## config.mk

```make
export PLATFORM = sky130hd
export DESIGN_NAME = declaration_statement_recognizer
export DESIGN_NICKNAME = d
export VERILOG_FILES = /design/src/rtl/dsr_pkg.sv /design/src/rtl/declaration_statement_recognizer.sv
export SDC_FILE = /design/constraint.sdc
export NUM_CORES = 1
export LEC_CHECK = 0
export ABC_AREA = 1
export CAP_MARGIN = 30
export CORE_MARGIN = 2
export CORE_UTILIZATION = 65
export CTS_CLUSTER_DIAMETER = 150
export DETAILED_ROUTE_END_ITERATION = 8
export DONT_BUFFER_PORTS = 1
export GPL_TIMING_DRIVEN = 0
export MAX_ROUTING_LAYER = met4
export PLACE_DENSITY_LB_ADDON = 0.15
export SLEW_MARGIN = 15
export SYNTH_ARGS = -nofsm -noshare
export SYNTH_HDL_FRONTEND = slang
export SYNTH_SLANG_ARGS = --single-unit
export TNS_END_PERCENT = 5
```

## constraint.sdc

```tcl
create_clock -name clk_i -period 4.6 [get_ports clk_i]
set_input_delay 0.23 -clock clk_i [delete_from_list [all_inputs] [get_ports clk_i]]
set_output_delay 0.23 -clock clk_i [all_outputs]
set_load 0.05 [all_outputs]
```

## src/rtl/dsr_pkg.sv

```systemverilog
`timescale 1ns / 1ps
`default_nettype none
// ----------------------------------------------------------------------------
// dsr_pkg: shared types, constants and lexer functions
// Word formats, token and type codes, keyword tables and the per-character
// lexer and grammar steps of the declaration recognizer.
// ----------------------------------------------------------------------------
package dsr_pkg;

  localparam int unsigned STRING_MAX_DEF = 148;
  localparam int unsigned TOKEN_MAX_DEF  = 255;
  localparam int unsigned NUM_KW         = 6;
  localparam int unsigned NUM_TYPE_KW    = 4;

  // token kinds
  localparam logic [3:0] TK_TYPE   = 4'd0;
  localparam logic [3:0] TK_IDENT  = 4'd1;
  localparam logic [3:0] TK_ASSIGN = 4'd2;
  localparam logic [3:0] TK_NUMBER = 4'd3;
  localparam logic [3:0] TK_STRING = 4'd4;
  localparam logic [3:0] TK_BOOL   = 4'd5;
  localparam logic [3:0] TK_SEMI   = 4'd6;
  localparam logic [3:0] TK_END    = 4'd7;
  localparam logic [3:0] TK_ERROR  = 4'd8;

  // value types
  localparam logic [1:0] VT_INT    = 2'd0;
  localparam logic [1:0] VT_FLOAT  = 2'd1;
  localparam logic [1:0] VT_STRING = 2'd2;
  localparam logic [1:0] VT_BOOL   = 2'd3;

  // verdicts
  localparam logic [1:0] VD_PENDING  = 2'd0;
  localparam logic [1:0] VD_ACCEPTED = 2'd1;
  localparam logic [1:0] VD_REJECTED = 2'd2;

  // characters
  localparam logic [7:0] CH_QUOTE  = 8'h22;
  localparam logic [7:0] CH_UNDER  = 8'h5f;
  localparam logic [7:0] CH_EQUAL  = 8'h3d;
  localparam logic [7:0] CH_SEMI   = 8'h3b;
  localparam logic [7:0] CH_DOT    = 8'h2e;
  localparam logic [7:0] CH_SPACE  = 8'h20;
  localparam logic [7:0] CH_TAB    = 8'h09;
  localparam logic [7:0] CH_CR     = 8'h0d;

  // keywords: int float string bool true false
  localparam logic [0:5][0:7][7:0] KW_TEXT = '{
    '{"i", "n", "t", 8'h00, 8'h00, 8'h00, 8'h00, 8'h00},
    '{"f", "l", "o", "a", "t", 8'h00, 8'h00, 8'h00},
    '{"s", "t", "r", "i", "n", "g", 8'h00, 8'h00},
    '{"b", "o", "o", "l", 8'h00, 8'h00, 8'h00, 8'h00},
    '{"t", "r", "u", "e", 8'h00, 8'h00, 8'h00, 8'h00},
    '{"f", "a", "l", "s", "e", 8'h00, 8'h00, 8'h00}
  };
  localparam logic [0:5][7:0] KW_LEN = '{8'd3, 8'd5, 8'd6, 8'd4, 8'd4, 8'd5};

  typedef enum logic [2:0] {
    G_TYPE, G_ID, G_ASSIGN, G_LIT, G_SEMI, G_ACCEPT, G_REJECT
  } gram_pos_e;

  typedef enum logic [2:0] {
    M_IDLE, M_WORD, M_NUMBER, M_STRING, M_STRFULL
  } lex_mode_e;

  typedef struct packed {
    logic [7:0] char_code;
    logic       end_of_input;
  } in_word_t;

  typedef struct packed {
    logic [3:0] token_kind;
    logic [7:0] token_length;
    logic       length_overflow;
    logic [1:0] verdict;
    logic [1:0] declared_type;
    logic [1:0] literal_type;
    logic       last;
  } out_word_t;

  typedef struct packed {
    gram_pos_e  gpos;
    lex_mode_e  mode;
    logic [7:0] count;
    logic [5:0] cands;
    logic       has_dot;
    logic [1:0] dtype;
    logic [1:0] ltype;
    logic       over;
  } lex_state_t;

  localparam lex_state_t LEX_RESET = '{
    gpos: G_TYPE, mode: M_IDLE, count: 8'd0, cands: 6'h3f,
    has_dot: 1'b0, dtype: VT_INT, ltype: VT_INT, over: 1'b0
  };

  function automatic logic is_alpha(logic [7:0] c);
    return (c >= "a" && c <= "z") || (c >= "A" && c <= "Z");
  endfunction

  function automatic logic is_digit(logic [7:0] c);
    return c >= "0" && c <= "9";
  endfunction

  function automatic logic is_space(logic [7:0] c);
    return c == CH_SPACE || (c >= CH_TAB && c <= CH_CR);
  endfunction

  function automatic logic decided(lex_state_t s);
    return s.gpos == G_ACCEPT || s.gpos == G_REJECT;
  endfunction

  // add one character to the current token
  function automatic lex_state_t lex_append(lex_state_t s, logic [7:0] c,
                                            logic [7:0] token_max);
    lex_state_t r;
    r = s;
    for (int k = 0; k < NUM_KW; k++) begin
      if (s.count >= KW_LEN[k] || KW_TEXT[k][s.count[2:0]] != c) begin
        r.cands[k] = 1'b0;
      end
    end
    if (s.count < token_max) begin
      r.count = s.count + 8'd1;
    end else begin
      r.over = 1'b1;
    end
    return r;
  endfunction

  function automatic lex_state_t gram_step(lex_state_t s, logic [3:0] kind,
                                           logic [1:0] sub);
    lex_state_t r;
    r = s;
    r.gpos = G_REJECT;
    unique case (s.gpos)
      G_TYPE: begin
        if (kind == TK_TYPE) begin
          r.dtype = sub;
          r.gpos  = G_ID;
        end
      end
      G_ID:     if (kind == TK_IDENT) r.gpos = G_ASSIGN;
      G_ASSIGN: if (kind == TK_ASSIGN) r.gpos = G_LIT;
      G_LIT: begin
        if (kind == TK_NUMBER || kind == TK_STRING || kind == TK_BOOL) begin
          r.ltype = sub;
          r.gpos  = G_SEMI;
        end
      end
      G_SEMI:   if (kind == TK_SEMI) r.gpos = G_ACCEPT;
      default:  r.gpos = s.gpos;
    endcase
    return r;
  endfunction

  function automatic out_word_t make_word(lex_state_t s, logic [3:0] kind,
                                          logic [7:0] len, logic ovf);
    out_word_t w;
    w.token_kind      = kind;
    w.token_length    = len;
    w.length_overflow = ovf;
    w.verdict         = (s.gpos == G_ACCEPT) ? VD_ACCEPTED :
                        (s.gpos == G_REJECT) ? VD_REJECTED : VD_PENDING;
    w.declared_type   = s.dtype;
    w.literal_type    = s.ltype;
    w.last            = 1'b0;
    return w;
  endfunction

  // close the pending token, report it and return to idle
  function automatic lex_state_t lex_flush(lex_state_t s, output out_word_t w);
    lex_state_t r;
    logic [3:0] kind;
    logic [1:0] sub;
    logic       ovf;
    kind = TK_STRING;
    sub  = VT_STRING;
    if (s.mode == M_WORD) begin
      kind = TK_IDENT;
      sub  = VT_INT;
      for (int k = 0; k < NUM_KW; k++) begin
        if (s.cands[k] && s.count == KW_LEN[k] && !s.over) begin
          kind = (k < NUM_TYPE_KW) ? TK_TYPE : TK_BOOL;
          sub  = (k < NUM_TYPE_KW) ? 2'(k) : VT_BOOL;
        end
      end
    end else if (s.mode == M_NUMBER) begin
      kind = TK_NUMBER;
      sub  = s.has_dot ? VT_FLOAT : VT_INT;
    end
    ovf = (s.mode == M_STRING || s.mode == M_STRFULL) ? 1'b0 : s.over;
    r = gram_step(s, kind, sub);
    w = make_word(r, kind, s.count, ovf);
    r.mode    = M_IDLE;
    r.count   = 8'd0;
    r.cands   = 6'h3f;
    r.has_dot = 1'b0;
    r.over    = 1'b0;
    return r;
  endfunction

endpackage
`default_nettype wire

```

## src/rtl/declaration_statement_recognizer.sv

```systemverilog
`timescale 1ns / 1ps
`default_nettype none
// datapath: a character word is taken into the input register, lexed from there
//   when the fifo has room, and its results are written into the result fifo
// throughput: one character word per cycle unless stalled; a character that closes
//   a token and is itself a token yields two words, drained one per cycle unless stalled
// stalls: the input stalls while the result fifo holds more than two words
// reset: asynchronous, active low; lexer and grammar return to expect-type
// ----------------------------------------------------------------------------
// declaration_statement_recognizer: character-stream declaration recognizer
// Lexes type, identifier, '=', literal, ';' one character per cycle when not
// stalled; emits token words with the running verdict, declared and literal types.
// ----------------------------------------------------------------------------
module declaration_statement_recognizer #(
  parameter int unsigned STRING_MAX = dsr_pkg::STRING_MAX_DEF,
  parameter int unsigned TOKEN_MAX  = dsr_pkg::TOKEN_MAX_DEF
) (
  input  wire                 clk_i,
  input  wire                 rst_ni,
  input  wire                 in_valid_i,
  output logic                in_stall_o,
  input  dsr_pkg::in_word_t   in_data_i,
  output logic                out_valid_o,
  input  wire                 out_stall_i,
  output dsr_pkg::out_word_t  out_data_o
);
  import dsr_pkg::*;

  localparam logic [7:0] StringMaxW = 8'(STRING_MAX);
  localparam logic [7:0] TokenMaxW  = 8'(TOKEN_MAX);
  localparam int unsigned FifoDepth = 4;
  localparam int unsigned PtrW      = $clog2(FifoDepth);

  // input register
  logic     in_valid_q, in_valid_d;
  in_word_t in_q;

  // lexer and grammar state
  lex_state_t state_q, state_d;

  // result fifo, words leave from the head entry
  out_word_t          fifo_q [FifoDepth];
  logic [PtrW-1:0]    wr_ptr_q, wr_ptr_d, rd_ptr_q, rd_ptr_d;
  logic [PtrW:0]      count_q, count_d;

  logic       room;       // space for the two words one character can make
  logic       fire;       // the registered character is processed this cycle
  logic       pop;
  out_word_t  res0, res1;
  logic [1:0] n_res;

  assign room        = count_q <= (PtrW+1)'(FifoDepth - 2);
  assign fire        = in_valid_q && room;
  assign in_stall_o  = in_valid_q && !room;
  assign out_valid_o = count_q != '0;
  assign out_data_o  = fifo_q[rd_ptr_q];
  assign pop         = out_valid_o && !out_stall_i;

  // hold the character while the fifo has no room
  assign in_valid_d = in_stall_o ? 1'b1 : in_valid_i;

  always_ff @(posedge clk_i or negedge rst_ni) begin
    if (!rst_ni) begin
      in_valid_q <= 1'b0;
    end else begin
      in_valid_q <= in_valid_d;
    end
  end

  always_ff @(posedge clk_i) begin
    if (in_valid_i && !in_stall_o) begin
      in_q <= in_data_i;
    end
  end

  // one character step: at most a flushed token and the character's own token
  always_comb begin
    lex_state_t s;
    out_word_t  w;
    logic [7:0] c;
    logic       consumed;
    s        = state_q;
    w        = '0;
    c        = in_q.char_code;
    consumed = 1'b0;
    res0     = '0;
    res1     = '0;
    n_res    = 2'd0;

    if (in_q.end_of_input) begin
      // pending token first, then the end word with the final verdict
      if (s.mode != M_IDLE && !decided(s)) begin
        s     = lex_flush(s, w);
        res0  = w;
        n_res = 2'd1;
      end
      if (s.gpos != G_ACCEPT) s.gpos = G_REJECT;
      w = make_word(s, TK_END, 8'd0, 1'b0);
      if (n_res == 2'd0) res0 = w;
      else res1 = w;
      n_res = n_res + 2'd1;
      s = LEX_RESET;
    end else if (!decided(s)) begin
      unique case (s.mode)
        M_WORD: begin
          if (is_alpha(c) || is_digit(c) || c == CH_UNDER) begin
            s        = lex_append(s, c, TokenMaxW);
            consumed = 1'b1;
          end else begin
            s     = lex_flush(s, w);
            res0  = w;
            n_res = 2'd1;
          end
        end
        M_NUMBER: begin
          if (is_digit(c) || c == CH_DOT) begin
            if (c == CH_DOT) s.has_dot = 1'b1;
            s        = lex_append(s, c, TokenMaxW);
            consumed = 1'b1;
          end else begin
            s     = lex_flush(s, w);
            res0  = w;
            n_res = 2'd1;
          end
        end
        M_STRING: begin
          consumed = 1'b1;
          if (c == CH_QUOTE) begin
            s     = lex_flush(s, w);
            res0  = w;
            n_res = 2'd1;
          end else begin
            s = lex_append(s, c, TokenMaxW);
            if (s.count >= StringMaxW) s.mode = M_STRFULL;
          end
        end
        M_STRFULL: begin
          // a full string still takes its closing quote
          if (c == CH_QUOTE) consumed = 1'b1;
          s     = lex_flush(s, w);
          res0  = w;
          n_res = 2'd1;
        end
        default: s.mode = M_IDLE;
      endcase

      if (!consumed && !decided(s)) begin
        if (is_space(c)) begin
          // whitespace only separates tokens
        end else if (is_alpha(c)) begin
          s.mode  = M_WORD;
          s.count = 8'd0;
          s.cands = 6'h3f;
          s.over  = 1'b0;
          s       = lex_append(s, c, TokenMaxW);
        end else if (is_digit(c)) begin
          s.mode    = M_NUMBER;
          s.count   = 8'd0;
          s.has_dot = 1'b0;
          s.over    = 1'b0;
          s         = lex_append(s, c, TokenMaxW);
        end else if (c == CH_QUOTE) begin
          s.mode  = M_STRING;
          s.count = 8'd0;
          s.over  = 1'b0;
        end else begin
          // single-character tokens report on their own character
          if (c == CH_EQUAL) begin
            s = gram_step(s, TK_ASSIGN, VT_INT);
            w = make_word(s, TK_ASSIGN, 8'd1, 1'b0);
          end else if (c == CH_SEMI) begin
            s = gram_step(s, TK_SEMI, VT_INT);
            w = make_word(s, TK_SEMI, 8'd1, 1'b0);
          end else begin
            s = gram_step(s, TK_ERROR, VT_INT);
            w = make_word(s, TK_ERROR, 8'd1, 1'b0);
          end
          if (n_res == 2'd0) res0 = w;
          else res1 = w;
          n_res = n_res + 2'd1;
        end
      end
      // after a verdict the rest of the text is ignored
      if (decided(s)) s.mode = M_IDLE;
    end

    if (n_res == 2'd1) res0.last = 1'b1;
    if (n_res == 2'd2) res1.last = 1'b1;
    state_d = s;
  end

  always_ff @(posedge clk_i or negedge rst_ni) begin
    if (!rst_ni) begin
      state_q <= LEX_RESET;
    end else if (fire) begin
      state_q <= state_d;
    end
  end

  // fifo pointers and fill level
  always_comb begin
    wr_ptr_d = wr_ptr_q;
    rd_ptr_d = rd_ptr_q;
    count_d  = count_q;
    if (fire) begin
      wr_ptr_d = wr_ptr_q + PtrW'(n_res);
      count_d  = count_q + (PtrW+1)'(n_res);
    end
    if (pop) begin
      rd_ptr_d = rd_ptr_q + PtrW'(1);
      count_d  = count_d - (PtrW+1)'(1);
    end
  end

  always_ff @(posedge clk_i or negedge rst_ni) begin
    if (!rst_ni) begin
      wr_ptr_q <= '0;
      rd_ptr_q <= '0;
      count_q  <= '0;
    end else begin
      wr_ptr_q <= wr_ptr_d;
      rd_ptr_q <= rd_ptr_d;
      count_q  <= count_d;
    end
  end

  always_ff @(posedge clk_i) begin
    if (fire && n_res != 2'd0) begin
      fifo_q[wr_ptr_q] <= res0;
    end
    if (fire && n_res == 2'd2) begin
      fifo_q[wr_ptr_q + PtrW'(1)] <= res1;
    end
  end

endmodule
`default_nettype wire

```

* Word-level counts from Yosys, hierarchy flattened *
Memories as Yosys holds them, arrays and structs flattened.
Index checks and enable logic that the tools add are counted.

storage, ports and cells
  bits in registers = 43
  bits in latches = 0
  memory bits (writable) = 80
  bits in read-only memories = 384
  input bits = 13
  output and inout bits = 22
  memories kept = 7

cells by class
  $add $sub $neg = 8
  multiply operators = 0
  divide/modulo/power cells = 0
  magnitude comparators = 16
  eq/ne operators = 91
  shift-type cells = 0
  multiplexer cells = 292
  bitwise operators = 1
  reductions and logical operators = 72

memories
  name             words  bits a word  read ports  clocked after memory_dff  wr ports  RTL line                                source
  fifo_q           4      20           1           0                         2         declaration_statement_recognizer.sv:42  out_word_t fifo_q [FifoDepth];
  (no name shown)  8      8            1           0                         0         dsr_pkg.sv:119                          if (s.count >= KW_LEN[k] || KW_TEXT[k][s.count[2:0]] != c) begin
  (no name shown)  8      8            1           0                         0         dsr_pkg.sv:119
  (no name shown)  8      8            1           0                         0         dsr_pkg.sv:119
  (no name shown)  8      8            1           0                         0         dsr_pkg.sv:119
  (no name shown)  8      8            1           0                         0         dsr_pkg.sv:119
  +1 memories      n/a    n/a          n/a         n/a                       n/a       n/a

operators with widths
  kind                  number
  $mux W20              23
  $mux W26              15
  $mux W3               69
  $mux W2               88
  $pmux W20 S4          2
  $mux W8               17
  $mux W4               24
  $eq A3 B3 Y1 const B  27
  $pmux W3 S5           5
  $eq A4 B3 Y1 const B  15
  $ne A8 B8 Y1          6
  $eq A4 B2 Y1 const B  10
  $eq A8 B6 Y1 const B  5
  $mux W1               40
  $ne A7 B8 Y1 const A  5
  $logic_or A1 B1 Y1    25
  $eq A8 B3 Y1 const B  3
  $ge A8 B3 Y1 const B  3
  $logic_and A1 B1 Y1   24
  $mux W11              2
  $eq A4 B1 Y1 const B  5
  $logic_not A4 Y1      5
  $mux W19              1
  $eq A3 B2 Y1 const B  6
  36 further kinds      55

* Logic depth before layout (Yosys ltp) *
Gate-level depths: netlist of the first run.

  depth after elaboration = 53
  depth in mapped cells = 31
  mapped depth without buffers = 29

* Least setup slack after synthesis of the first run *
Ideal clock, no wire load.

  kind = reg-to-reg
  start point = register state_q[13] (netlist name)
  end point = register count_q[2]
  arrival time = 3.789 ns
  required time = 4.482 ns
  setup slack = 0.693 ns
  cell stages (with the launch flop) = 31
  path buffers = 2
  clock period less this slack = 3.907 ns
  cells stage by stage = dfrtp_1 inv_1 ha_1 nand3_1 nor2_1 nand2_1 nand2_1 nand2_2 nand3_2 buf_6 nand4_2 nand2_1 nor2_2 nor2_4 nand3_2 nand3_4 nand2_1 nand3_1 nand2_1 nand2_2 buf_2 inv_1 ha_1 inv_1 fa_1 nand2_1 o21ai_0 ha_1 nand2_1 xor2_1 inv_1

on the way
  word-level cells in the longest chain between the ends = 38
  elaborated cells between the ends (all ways) = 132
  those cells by class = 2 x add/sub; 30 x eq/ne; 73 x mux; 27 x reduce/logical

RTL lines
  element                            RTL line                                                                          source
  start, declared                    declaration_statement_recognizer.sv:39                                            lex_state_t state_q, state_d;
  start signal, assigned             declaration_statement_recognizer.sv:196                                           state_q <= state_d;
  $eq A8 B2 Y1                       dsr_pkg.sv:183                                                                    if (s.cands[k] && s.count == KW_LEN[k] && !s.over) begin
  $logic_and A1 B1 Y1 (2 in series)  dsr_pkg.sv:183
  $mux W1                            dsr_pkg.sv:183
  $mux W4 (4 in series)              dsr_pkg.sv:183
  $mux W4 *                          dsr_pkg.sv:183
  $mux W4                            dsr_pkg.sv:179                                                                    if (s.mode == M_WORD) begin
  $mux W4 (on tied branches)         declaration_statement_recognizer.sv:128, declaration_statement_recognizer.sv:116
  $mux W4                            declaration_statement_recognizer.sv:104                                           unique case (s.mode)
  (+19 left out)                     n/a
  $mux W2 *                          declaration_statement_recognizer.sv:147                                           if (!consumed && !decided(s)) begin
  $mux W2 *                          declaration_statement_recognizer.sv:103                                           end else if (!decided(s)) begin
  $mux W2 *                          declaration_statement_recognizer.sv:90                                            if (in_q.end_of_input) begin
  $add A3 B2 Y3 *                    declaration_statement_recognizer.sv:207                                           count_d = count_q + (PtrW+1)'(n_res);
  $mux W3 *                          declaration_statement_recognizer.sv:205                                           if (fire) begin
  $sub A3 B1 Y3                      declaration_statement_recognizer.sv:211                                           count_d = count_d - (PtrW+1)'(1);
  $mux W3 *                          declaration_statement_recognizer.sv:209                                           if (pop) begin
  net count_d[2]                     declaration_statement_recognizer.sv:44                                            logic [PtrW:0] count_q, count_d;
  end signal, assigned               declaration_statement_recognizer.sv:223                                           count_q <= count_d;
  end, declared                      declaration_statement_recognizer.sv:44

The timed path passes the listed nets; every way through them passes the cells marked *. The select of a mux whose other input is x is not followed.
A chain may end at the register's enable or synchronous reset.

* Worst setup path in the final report of the first run *
  start point = register state_q[22] (netlist name)
  end point = register count_q[2]

on the way
  word-level cells in the longest chain between the ends = 31
  elaborated cells between the ends (all ways) = 108
  those cells by class = 4 x add/sub; 24 x eq/ne; 65 x mux; 15 x reduce/logical

RTL lines
  element                                              RTL line                                                 source
  $eq A3 B2 Y1                                         dsr_pkg.sv:188, declaration_statement_recognizer.sv:104
  $mux W3                                              dsr_pkg.sv:188                                           end else if (s.mode == M_NUMBER) begin
  $mux W4                                              dsr_pkg.sv:179
  $mux W4                                              declaration_statement_recognizer.sv:128                  if (c == CH_QUOTE) begin
  $mux W4                                              declaration_statement_recognizer.sv:104
  $mux W4                                              declaration_statement_recognizer.sv:103
  $mux W4                                              declaration_statement_recognizer.sv:90
  $eq A4 B2 Y1 / $eq A4 B3 Y1 (equally long branches)  dsr_pkg.sv:146                                           if (kind == TK_NUMBER || kind == TK_STRING || kind == TK_BOOL) begin
  (+16 left out)                                       n/a
  $mux W2                                              declaration_statement_recognizer.sv:147
  $mux W2                                              declaration_statement_recognizer.sv:103
  $mux W2 *                                            declaration_statement_recognizer.sv:90
  $add A3 B2 Y3 *                                      declaration_statement_recognizer.sv:207
  $mux W3 *                                            declaration_statement_recognizer.sv:205
  $sub A3 B1 Y3                                        declaration_statement_recognizer.sv:211
  $mux W3 *                                            declaration_statement_recognizer.sv:209
  net count_d[2]                                       declaration_statement_recognizer.sv:44

Marks and branches as above.

==> summary.md, run 1 <==
| Metric | Value |
|---|---|
| Syn Area/Cell | 6.88 um2 |
| Final Util | 0.742 |
| Die footprint | 14,200 um2 |
| Initial DRC count | 1,422 |
| Clock root buffer | clkbuf_16 |
| Critical path class | reg2reg |
| First-pass GRT wire length | 42,900 um |
| YS warnings | 0 |
| Max cap viols | 0 |
| Logic pwr share | 0.567 |
| Int Pwr | 3.42 mW |
| Worst setup SP type | flop |
| Status | finished clean |
| VDD IR max | 0.000265 V |
| Endpoints failing setup | 0 |
| Switching power | 3.75 mW |
| Port bufs | 0 |
| Crit Path Max Fanout | 10 |
| Initial core utilization | 0.659 |
| Top area cells in the synthesized netlist | edfxtp_1, nand2_1, dfrtp_1, dfxtp_1, inv_1 |
| Num ports | 35 |
| Drt total wl | 26,900 um |
| Arr. time, crit path | 4.68 ns |
| Setup TNS | 0 ns |
| Final Hold Viols | 0 |
| GR Util All Layers | 0.400 |
| Synth Flop Type | edfxtp_1 |
| Clock Latency Late Sink | 0.43 ns |
| Initial antenna violation count | 0 |
| Layout cells sized above 1 | 0.103 |
| Vias | 9,163 |
| Num CTS Buffers | 17 |
| Die Wd | 119 um |
| Element type at the critical path end | flop |
| Ys async rst share | 0.276 |
| Rows | 42 |
| # DRC | 0 |
| Met2 Use GR | 0.654 |
| Vert. Die Dim | 119 um |
| Final Slew Violations | 0 |
| Vias in the first global route | 8,372 |
| Clk pwr share | 0.190 |
| Total gr overflow | 0 |
| Commonest non-fill, non-tap cell in the layout | nand2_1 |
| DP HPWL | 19,500 um |
| Req. time, crit path | 4.92 ns |
| Post-synth EDFFs | 57 |
| Worst-path clk slew | 0.06 ns |
| Routed len/inst | 18.1 um |
| CTS tree | yes |
| ANT nets after route | 0 |
| Nets@finish | 1,321 |
| Netlist Area Pre-Place | 8620 um2 |
| Fin Hold WS | 0.0954 ns |
| FF-to-FF path depth | 21 |
| Grt met3 use | 0.0694 |
| Post-route clock period utilization | 0.949 |
| Synth unique cells | 56 |
| Via-to-Cell Ratio | 6.17 |
| Pwr dens | 740 nW/um2 |
| DRT Pass-1 Iters | 8 |
| Switching part of the total | 0.523 |
| Max-slew headroom | 0.300 |
| Peak Freq | 0.229 GHz |
| Register area share after synthesis | 0.372 |
| Largest net degree at the start of global routing | 35 |
| Hold path depth | 2 |
| P_leak | 4.65 nW |
| Syn Inst Count | 1,252 |
| Yosys top cell by area | edfxtp_1 |
| Placer Congestion | 1.03 |
| Hold Crit Class | in2reg |
| Ant. Diodes | 0 |
| Grt met1 use | 0.483 |
| Clock Sinks | 123 |
| Most frequent cells in the layout | nand2_1, inv_1, nor2_1 |
| Seq pwr share | 0.243 |
| Fin Clk Skew | 0.0127 ns |
| Actual slew at the worst max-slew pin | 1.07 ns |
| Most used routing layer | met2 |
| Share of the synthesized area in the top cell type | 0.199 |
| H-tree levels | 4 |
| Core Region | 13,100 um2 |
| Crit path time final | 4.37 ns |
| Syn Nets | 1,277 |
| Synth Register Bits | 123 |
| Area grow syn2layout | 12.6% |
| CTS max path bufs | 2 |
==> cell families after synthesis <==
| family | count (synthesis) | share of synthesized area |
|---|---|---|
| fa+ha+maj | 12 | 0.0183 |
| simple gates | 630 | 0.326 |
| mux | 1 | 0.00116 |
| xor+xnor | 15 | 0.0152 |
| flops | 123 | 0.372 |
| compound gates | 232 | 0.153 |
| buf+inv | 239 | 0.113 |
==> power by group through the flow <==
stage	combinational [mW]	sequential (mW)	clock, mW
6_report	4.07	1.74	1.37
5_1_grt	4.39	1.77	1.41
4_1_cts	3.95	1.73	1.36
3_5_place_dp	3.88	1.75	0
3_3_place_gp	3.71	1.73	0
2_1_floorplan	2.96	1.68	0
==> final cells by class <==
class | count | area, um2
clock buffers | 21 | 504
well taps | 176 | 220
flip-flops and latches | 123 | 3210
plain buffers | 52 | 267
inverters | 186 | 706
fillers | 1003 | 3380
multi-input cells | 890 | 4450
clock inverters | 11 | 104
repair buffers | 26 | 235
==> timing repair <==
action | 4_1_cts | 5_1_grt
endpoints found under the setup margin | 2 | 38
resized for setup | 3 | 7
hold endpoints to repair | 44 | 0
hold buffers | 12 | 0
setup buffers | 0 | 3
pin swaps | 0 | 2
==> metrics by stage <==
step | instance area [um2] | cells | setup slack (ns) | power, mW
CTS | 9660 | 1482 | 0.0399 | 7.04
finish | 9700 | 1485 | 0.235 | 7.18
global route | 9700 | 1485 | -0.00536 | 7.57
floorplan | 8620 | 1252 | 0.693 | 4.64
detailed placement | 8920 | 1439 | -0.180 | 5.63
global placement | 8840 | 1428 | -0.133 | 5.44
==> worst max-delay path, stage by stage, from the launching register on <==
cell and delay, ns:
dfrtp_1 0.45, nor3_2 0.43, inv_1 0.28, nor2_2 0.38, inv_2 0.12, nand2_4 0.19, ha_1 0.25, o21ai_0 0.20
nand4_1 0.13, nand3_1 0.16, nand2_1 0.12, nand2_4 0.10, inv_1 0.07, ha_1 0.18, inv_1 0.06, fa_1 0.40
nand2_1 0.07, o21ai_0 0.13, ha_1 0.24, nand2_1 0.08, xor2_1 0.14, inv_1 0.05
==> flip-flops by register name, summed over array words and instances (netlist names) <==
signal and cells:
rd_ptr_q 2, state_q 26, in_q 9, count_q 3, fifo_q 80, wr_ptr_q 2, in_valid_q 1
==> synth_stat cells, drive strengths merged, types with 2 or more instances <==
library cell and instances:
a211oi 3, clkinv 5, a31oi 5, o22ai 28
o221ai 2, nor4 4, o31ai 2, nand3 64
inv 181, buf 28, a21oi 50, ha 11
o21ai 116, nand3b 2, dfxtp 32, xor2 15
dfstp 6, nor3 16, a22oi 4, nand2 313
a21boi 2, clkbuf 25, or4 2, and2 2
o2111ai 6, or2 2, edfxtp 57, nand4 67
o32ai 2, nor2 157, o211ai 5, dfrtp 28
a2111oi 2
==> layer usage <==
metal | vias up | routed length (um)
li1 | 4274 | -
met1 | 4145 | 10100
met2 | 618 | 13000
met3 | 126 | 2580
met4 | 0 | 1180
met5 | - | 0
==> final timing paths <==
| kind | start | endpoint | slack (ns) |
|---|---|---|---|
| worst max-delay path | state_q[22] | count_q[2] | 0.23 |
| worst min-delay path | out_stall_i | count_q[1] | 0.1 |
| worst max register to register | state_q[22] | count_q[2] | 0.23 |
| worst min register to register | in_valid_q | in_valid_q | 0.50 |
| max in group asynchronous | rst_ni | state_q[7] | 4.05 |
| min in group asynchronous | rst_ni | state_q[23] | 0.29 |
Power figures use the tool's default switching activity.
==> run 2, diff against run 1 <==
--- a/config.mk
+++ b/config.mk
@@ -8,7 +8,7 @@
 export ABC_AREA = 1
 export CAP_MARGIN = 30
 export CORE_MARGIN = 2
-export CORE_UTILIZATION = 65
+export CORE_UTILIZATION = 25
 export CTS_CLUSTER_DIAMETER = 150
 export DETAILED_ROUTE_END_ITERATION = 8
 export DONT_BUFFER_PORTS = 1
==> run 2 against run 1 <==
Effect of this change:
- flip-flop and latch count did not move
- combinational power rose by 4%
- critical endpoint unchanged
- critical path depth rose by 4
- die area rose to 2.5 times the previous value
- utilization fell by 44 points
- sequential power barely moved
- maximum frequency rose by 3.6%
- sequential share of layout area fell by 1.7 points
- first-iteration DRC count fell by 58%
- via count fell by 8.2%
==> summary.md, run 2 (synthesis gave the netlist of run 1 again) <==
| Metric | Value |
|---|---|
| Ant. Diodes | 0 (unchanged) |
| Initial core utilization | 0.251 (-0.407) |
| Placed cell areas | 9330 um2 (+4.5%) |
| Status | finished clean |
| Final Hold Viols | 0 (unchanged) |
| H-tree levels | 4 (unchanged) |
| Clock root buffer | clkbuf_16 |
| Most Frequent Cell on Critical Path | nand2_1 |
| Fin Hold WS | 0.0764 ns (-0.0191 ns) |
| Power Total | 7.29 mW (+1.5%) |
| Pwr dens | 711 nW/um2 (-3.8%) |
| Die Wd | 190 um (+59%) |
| Register area | 3210 um2 (unchanged) |
| Total gr overflow | 0 (unchanged) |
| Req. time, crit path | 4.93 ns (about the same) |
| Biggest register | fifo_q |
| DP HPWL | 23,400 um (+20%) |
| Actual slew at the worst max-slew pin | 1.04 ns (-0.0301 ns) |
| Post-route clock period utilization | 0.916 (-0.0331) |
| Seq pwr share | 0.238 (-0.005) |
| Worst setup SP type | flop |
| Drt total wl | 30,300 um (+13%) |
| Crit Path Max Fanout | 10 (unchanged) |
| Clock Latency Late Sink | 0.44 ns (about the same) |
| # fillers | 3,806 (+280%) |
| Most frequent cells in the layout | nand2_1, inv_1, nor2_1 |
| Finished Cell Area | 10,200 um2 (+5.6%) |
| Max reg flops | 80 (unchanged) |
| Layout cells sized above 1 | 0.124 (+0.0210) |
| Rows | 68 (+62%) |
| Logic pwr share | 0.584 (+0.017) |
| Nets@finish | 1,333 (+0.91%) |
| Multi-input gate area | 4580 um2 (+2.9%) |
| Die footprint | 36,000 um2 (+150%) |
| Switching power | 3.85 mW (+2.6%) |
| FF-to-FF path depth | 25 (+19%) |
| P_leak | 4.70 nW (+0.92%) |
| Worst reg2reg setup slack | 0.39 ns (+0.15 ns) |
| Switching part of the total | 0.529 (+0.00562) |
| CTS tree | yes |
| Core Region | 34,300 um2 (+160%) |
| Clock Sinks | 123 (unchanged) |
| Via-to-Cell Ratio | 4.74 (-23%) |
| Crit path max-delay family | simple AND/OR/NAND/NOR gates |
| Hold Crit Class | in2reg |
| Max-slew headroom | 0.312 (+0.0118) |
| Setup TNS | 0 ns (unchanged) |
| Initial antenna violation count | 0 (unchanged) |
| Vert. Die Dim | 190 um (+59%) |
| Routed len/inst | 17.1 um (-5.9%) |
| Worst-case hold path end point | count_q[1] |
| Reg2reg start | in_q[8] |
| Top Registers | fifo_q (80), state_q (26), in_q (9) |
| Element type at the critical path end | flop |
| Clk pwr share | 0.178 (-0.012) |
| Largest net degree at the start of global routing | 35 (unchanged) |
| Int Pwr | 3.43 mW (+0.33%) |
| Worst Min Path Start | out_stall_i |
| Port bufs | 0 (unchanged) |
| Fin Clk Skew | 0.0165 ns (+0.00381 ns) |
| Largest stage delay, worst path | 0.43 ns (-0.02 ns) |
| Hold path depth | 2 (unchanged) |
| Endpoints failing setup | 0 (unchanged) |
| Worst reg2reg path endpoint | count_q[2] |
| Max cap viols | 0 (unchanged) |
| Bufs and invs on worst path | 6 (+1) |
| Initial DRC count | 596 (-58%) |
| Commonest non-fill, non-tap cell in the layout | nand2_1 |
| Crit path time final | 4.21 ns (-0.152 ns) |
| # DRC | 0 (unchanged) |
| VDD IR max | 0.000310 V (+17%) |
| Critical path class | reg2reg |
| CP max-delay cell | edfxtp_1 |
| Peak Freq | 0.237 GHz (+3.6%) |
| DRT Pass-1 Iters | 6 (-2) |
| CTS max path bufs | 2 (unchanged) |
| Area grow syn2layout | 18.8% |
| Arr. time, crit path | 4.54 ns (-0.14 ns) |
| Vias | 8,412 (-8.2%) |
| Vias in the first global route | 8,168 (-2.4%) |
| RSZ-0062 raised after global routing | no |
| First-pass GRT wire length | 47,800 um (+11%) |
| GR Util All Layers | 0.179 (-0.221) |
| Num ports | 35 (unchanged) |
| Worst-path clk slew | 0.06 ns (about the same) |
| Placer Congestion | 0.942 (-8.5%) |
| Num CTS Buffers | 17 (unchanged) |
| Final Slew Violations | 0 (unchanged) |
| ANT nets after route | 0 (unchanged) |
-- run 2: layout make-up --
type                       count  area share
buffer                        53      0.0272
multi-input combinational    890       0.448
sequential                   123       0.314
timing repair buffer          37      0.0326
clock inverter                14      0.0122
tap                          455      0.0556
inverter                     186      0.0691
clock buffer                  18      0.0419
-- run 2: power by group through the flow --
stage / Sequential (mW) / Combinational (mW) / Clock, mW
4_1_cts: 1.73 / 4.17 / 1.34
5_1_grt: 1.77 / 4.73 / 1.38
3_3_place_gp: 1.75 / 3.92 / 0
3_5_place_dp: 1.75 / 4.10 / 0
2_1_floorplan: 1.68 / 2.96 / 0
6_report: 1.73 / 4.25 / 1.30
-- run 2: timing repair --
item	4_1_cts	5_1_grt
setup buffers	2	5
pin swaps	0	3
setup endpoints to repair	14	2
hold endpoints to repair	44	0
hold buffers	12	0
gates resized for setup	11	34
-- run 2: worst max path at each step --
stage	start	endpoint	slack (ns)	depth (start not counted)
global placement	state_q[13]	count_q[2]	-0.34	28
finish	in_q[8]	count_q[2]	0.39	25
global route	state_q[12]	count_q[2]	0.01	31
floorplan	state_q[13]	count_q[2]	0.69	30
detailed placement	state_q[13]	count_q[2]	-0.36	28
CTS	state_q[21]	count_q[2]	0.004	25
-- run 2: routing by layer --
layer	wire length, um	track usage	vias to the layer above
met2	14300	0.287	187
met5	0	-	-
met1	14500	0.233	3892
met3	1020	0.0267	30
li1	-	-	4303
met4	532	0.0555	0
-- run 2: metrics by stage --
stage,cells,util,setup slack [ns]
6_report,1776,0.299,0.387
4_1_cts,1771,0.293,0.00377
2_1_floorplan,1252,-,0.693
3_3_place_gp,1707,0.268,-0.337
3_5_place_dp,1725,0.272,-0.364
5_1_grt,1776,0.299,0.0149
==> run 3, diff against run 2 <==
==> constraint.sdc (replaced) <==
create_clock -name clk_i -period 4.6 [get_ports clk_i]
set_input_delay 0.69 -clock clk_i [delete_from_list [all_inputs] [get_ports clk_i]]
set_output_delay 0.69 -clock clk_i [all_outputs]
set_load 0.05 [all_outputs]
==> run 3 against run 2 <==
Effect of this change:
- sequential share of layout area is 0.34 points higher
- die area stayed put
- largest power group unchanged
- clock skew up 0.0020 ns
- critical path depth is the same
- global-route usage is essentially flat
- via count about the same
- hold slack got worse by 0.0058 ns
- routed wire length is essentially flat
- worst setup slack got worse by 0.0047 ns
- clock power hardly changed
==> summary.md, run 3 (synthesis gave the netlist of run 1 again) <==
| Metric | Value |
|---|---|
| P_leak | 4.65 nW (-0.98%) |
| Clock Sinks | 123 (unchanged) |
| Initial DRC count | 624 (+4.7%) |
| Peak Freq | 0.237 GHz (-0.11%) |
| Nets@finish | 1,322 (-0.83%) |
| # DRC | 0 (unchanged) |
| RSZ-0062 raised after global routing | no |
| DRT Pass-1 Iters | 5 (-1) |
| GR Util All Layers | 0.179 (about the same) |
| First-pass GRT wire length | 47,700 um (-0.12%) |
| Via-to-Cell Ratio | 4.76 (+0.55%) |
| Actual slew at the worst max-slew pin | 1.04 ns (-0.0000290 ns) |
| Vias in the first global route | 8,111 (-0.70%) |
| Initial core utilization | 0.251 (unchanged) |
| Biggest register | fifo_q |
| Most frequent cells in the layout | nand2_1, inv_1, nor2_1 |
| Crit path time final | 4.22 ns (+0.00471 ns) |
| CTS max path bufs | 2 (unchanged) |
| Routed len/inst | 17.2 um (+0.62%) |
| Hold Crit Class | in2async |
| Worst-path clk slew | 0.07 ns (about the same) |
| Layout cells sized above 1 | 0.125 (+0.00104) |
| Area grow syn2layout | 17.5% |
| H-tree levels | 4 (unchanged) |
| Worst setup margin | 0.382 ns (-0.00471 ns) |
| Switching part of the total | 0.529 (about the same) |
| Largest net degree at the start of global routing | 29 (-17%) |
| Commonest non-fill, non-tap cell in the layout | nand2_1 |
| Ant. Diodes | 0 (unchanged) |
| Max cap viols | 0 (unchanged) |
| Worst setup SP type | flop |
| Num ports | 35 (unchanged) |
| Initial antenna violation count | 0 (unchanged) |
| Num CTS Buffers | 17 (unchanged) |
| Seq pwr share | 0.238 (about the same) |
| Endpoints failing setup | 0 (unchanged) |
| Post-route clock period utilization | 0.917 (+0.00102) |
| Int Pwr | 3.43 mW (-0.17%) |
| Drt total wl | 30,300 um (about the same) |
| ANT nets after route | 0 (unchanged) |
| Status | finished clean |
| Total gr overflow | 0 (unchanged) |
| Vert. Die Dim | 190 um (unchanged) |
| Max reg flops | 80 (unchanged) |
| # fillers | 3,813 (+0.18%) |
| Final Util | 0.296 (-0.00321) |
| Placer Congestion | 0.942 (unchanged) |
| Req. time, crit path | 4.92 ns (about the same) |
| DP Worst Slack | -0.364 ns (unchanged) |
| Top Registers | fifo_q (80), state_q (26), in_q (9) |
| Final Slew Violations | 0 (unchanged) |
| Core Region | 34,300 um2 (unchanged) |
| Critical path class | reg2reg |
| Crit Path Max Fanout | 10 (unchanged) |
| Fin Clk Skew | 0.0184 ns (+0.00197 ns) |
| Die Wd | 190 um (unchanged) |
| Clock Latency Late Sink | 0.44 ns (about the same) |
| Vias | 8,406 (-0.071%) |
| CTS tree | yes |
| Final Hold Viols | 0 (unchanged) |
| Logic pwr share | 0.583 (about the same) |
| Element type at the critical path end | flop |
| DP HPWL | 23,400 um (unchanged) |
| Clock root buffer | clkbuf_16 |
| Switching power | 3.85 mW (about the same) |
| Rows | 68 (unchanged) |
| Max-slew headroom | 0.312 (about the same) |
| Arr. time, crit path | 4.54 ns (about the same) |
| Port bufs | 0 (unchanged) |
| Pwr dens | 718 nW/um2 (+0.96%) |
| VDD IR max | 0.000309 V (-0.34%) |
| Die footprint | 36,000 um2 (unchanged) |
| Clk pwr share | 0.178 (about the same) |
## run 3: cell types whose count changed in the layout (fill, tap and decap cells not counted), sizes merged
cell,change
dlygate4sd3,-11
## run 3: final timing paths
kind	from	endpoint	slack, ns	cells past startpoint
min in group clk_i	in_data_i[0]	in_q[0]	0.36	0
max in group asynchronous	rst_ni	state_q[13]	4.31	1
worst min-delay path	rst_ni	state_q[25]	0.07	1
worst max-delay path	in_q[8]	count_q[2]	0.38	25
worst min register to register	in_valid_q	in_valid_q	0.49	2
worst max register to register	in_q[8]	count_q[2]	0.38	25
## run 3: layout make-up
type	count	area, um2	area share
tap	455	569	0.0562
clock inverter	14	125	0.0123
multi-input combinational	890	4580	0.452
sequential	123	3210	0.317
inverter	186	708	0.0699
clock buffer	18	429	0.0424
buffer	53	279	0.0275
timing repair buffer	26	224	0.0221
## run 3: routing by layer
metal,up-vias,share of wire,track usage
met1,3931,0.48,0.234
li1,4282,-,-
met3,30,0.030,0.0267
met5,-,0,-
met2,163,0.47,0.286
met4,0,0.018,0.0555
## run 3: stage by stage
stage	hold WS (ns)	instance area (um2)	power (mW)	std cells	setup TNS (ns)
after floorplan	0.394	8620	4.64	1252	0
after global placement	0.397	9190	5.67	1707	-0.813
after detailed placement	0.397	9330	5.86	1725	-0.975
after CTS	0.0635	9950	7.22	1760	0
after global routing	0.0607	10100	7.87	1765	0
final	0.0705	10100	7.28	1765	0
## run 3: repair_timing
item	in CTS	in global routing
endpoints found under the setup margin	14	2
buffers inserted	2	5
endpoints found under the hold margin	28	0
hold buffers	1	0
gates resized for setup	11	34
pin swaps	0	3
## run 3: worst max-delay path, stage by stage, from the launching register on
cell	delay, ns
edfxtp_1	0.43
inv_2	0.14
nand2_1	0.13
nor2_1	0.19
nand2_1	0.23
nand3_2	0.20
nand2_1	0.12
inv_2	0.15
nand2_8	0.11
ha_1	0.28
o21ai_0	0.18
nand4_1	0.13
nand3_2	0.12
nand2_2	0.08
nand2_4	0.11
buf_6	0.16
inv_1	0.07
ha_1	0.18
inv_1	0.07
fa_1	0.40
nand2_1	0.09
o21ai_2	0.07
ha_1	0.20
nand2_1	0.07
xor2_1	0.15
inv_1	0.05
## run 3: power groups by stage
| stage | logic [mW] | registers (mW) | clock network [mW] |
|---|---|---|---|
| finish | 4.25 | 1.73 | 1.30 |
| global route | 4.72 | 1.77 | 1.38 |
| CTS | 4.16 | 1.73 | 1.34 |
| detailed placement | 4.10 | 1.75 | 0 |
| global placement | 3.92 | 1.75 | 0 |
| floorplan | 2.96 | 1.68 | 0 |
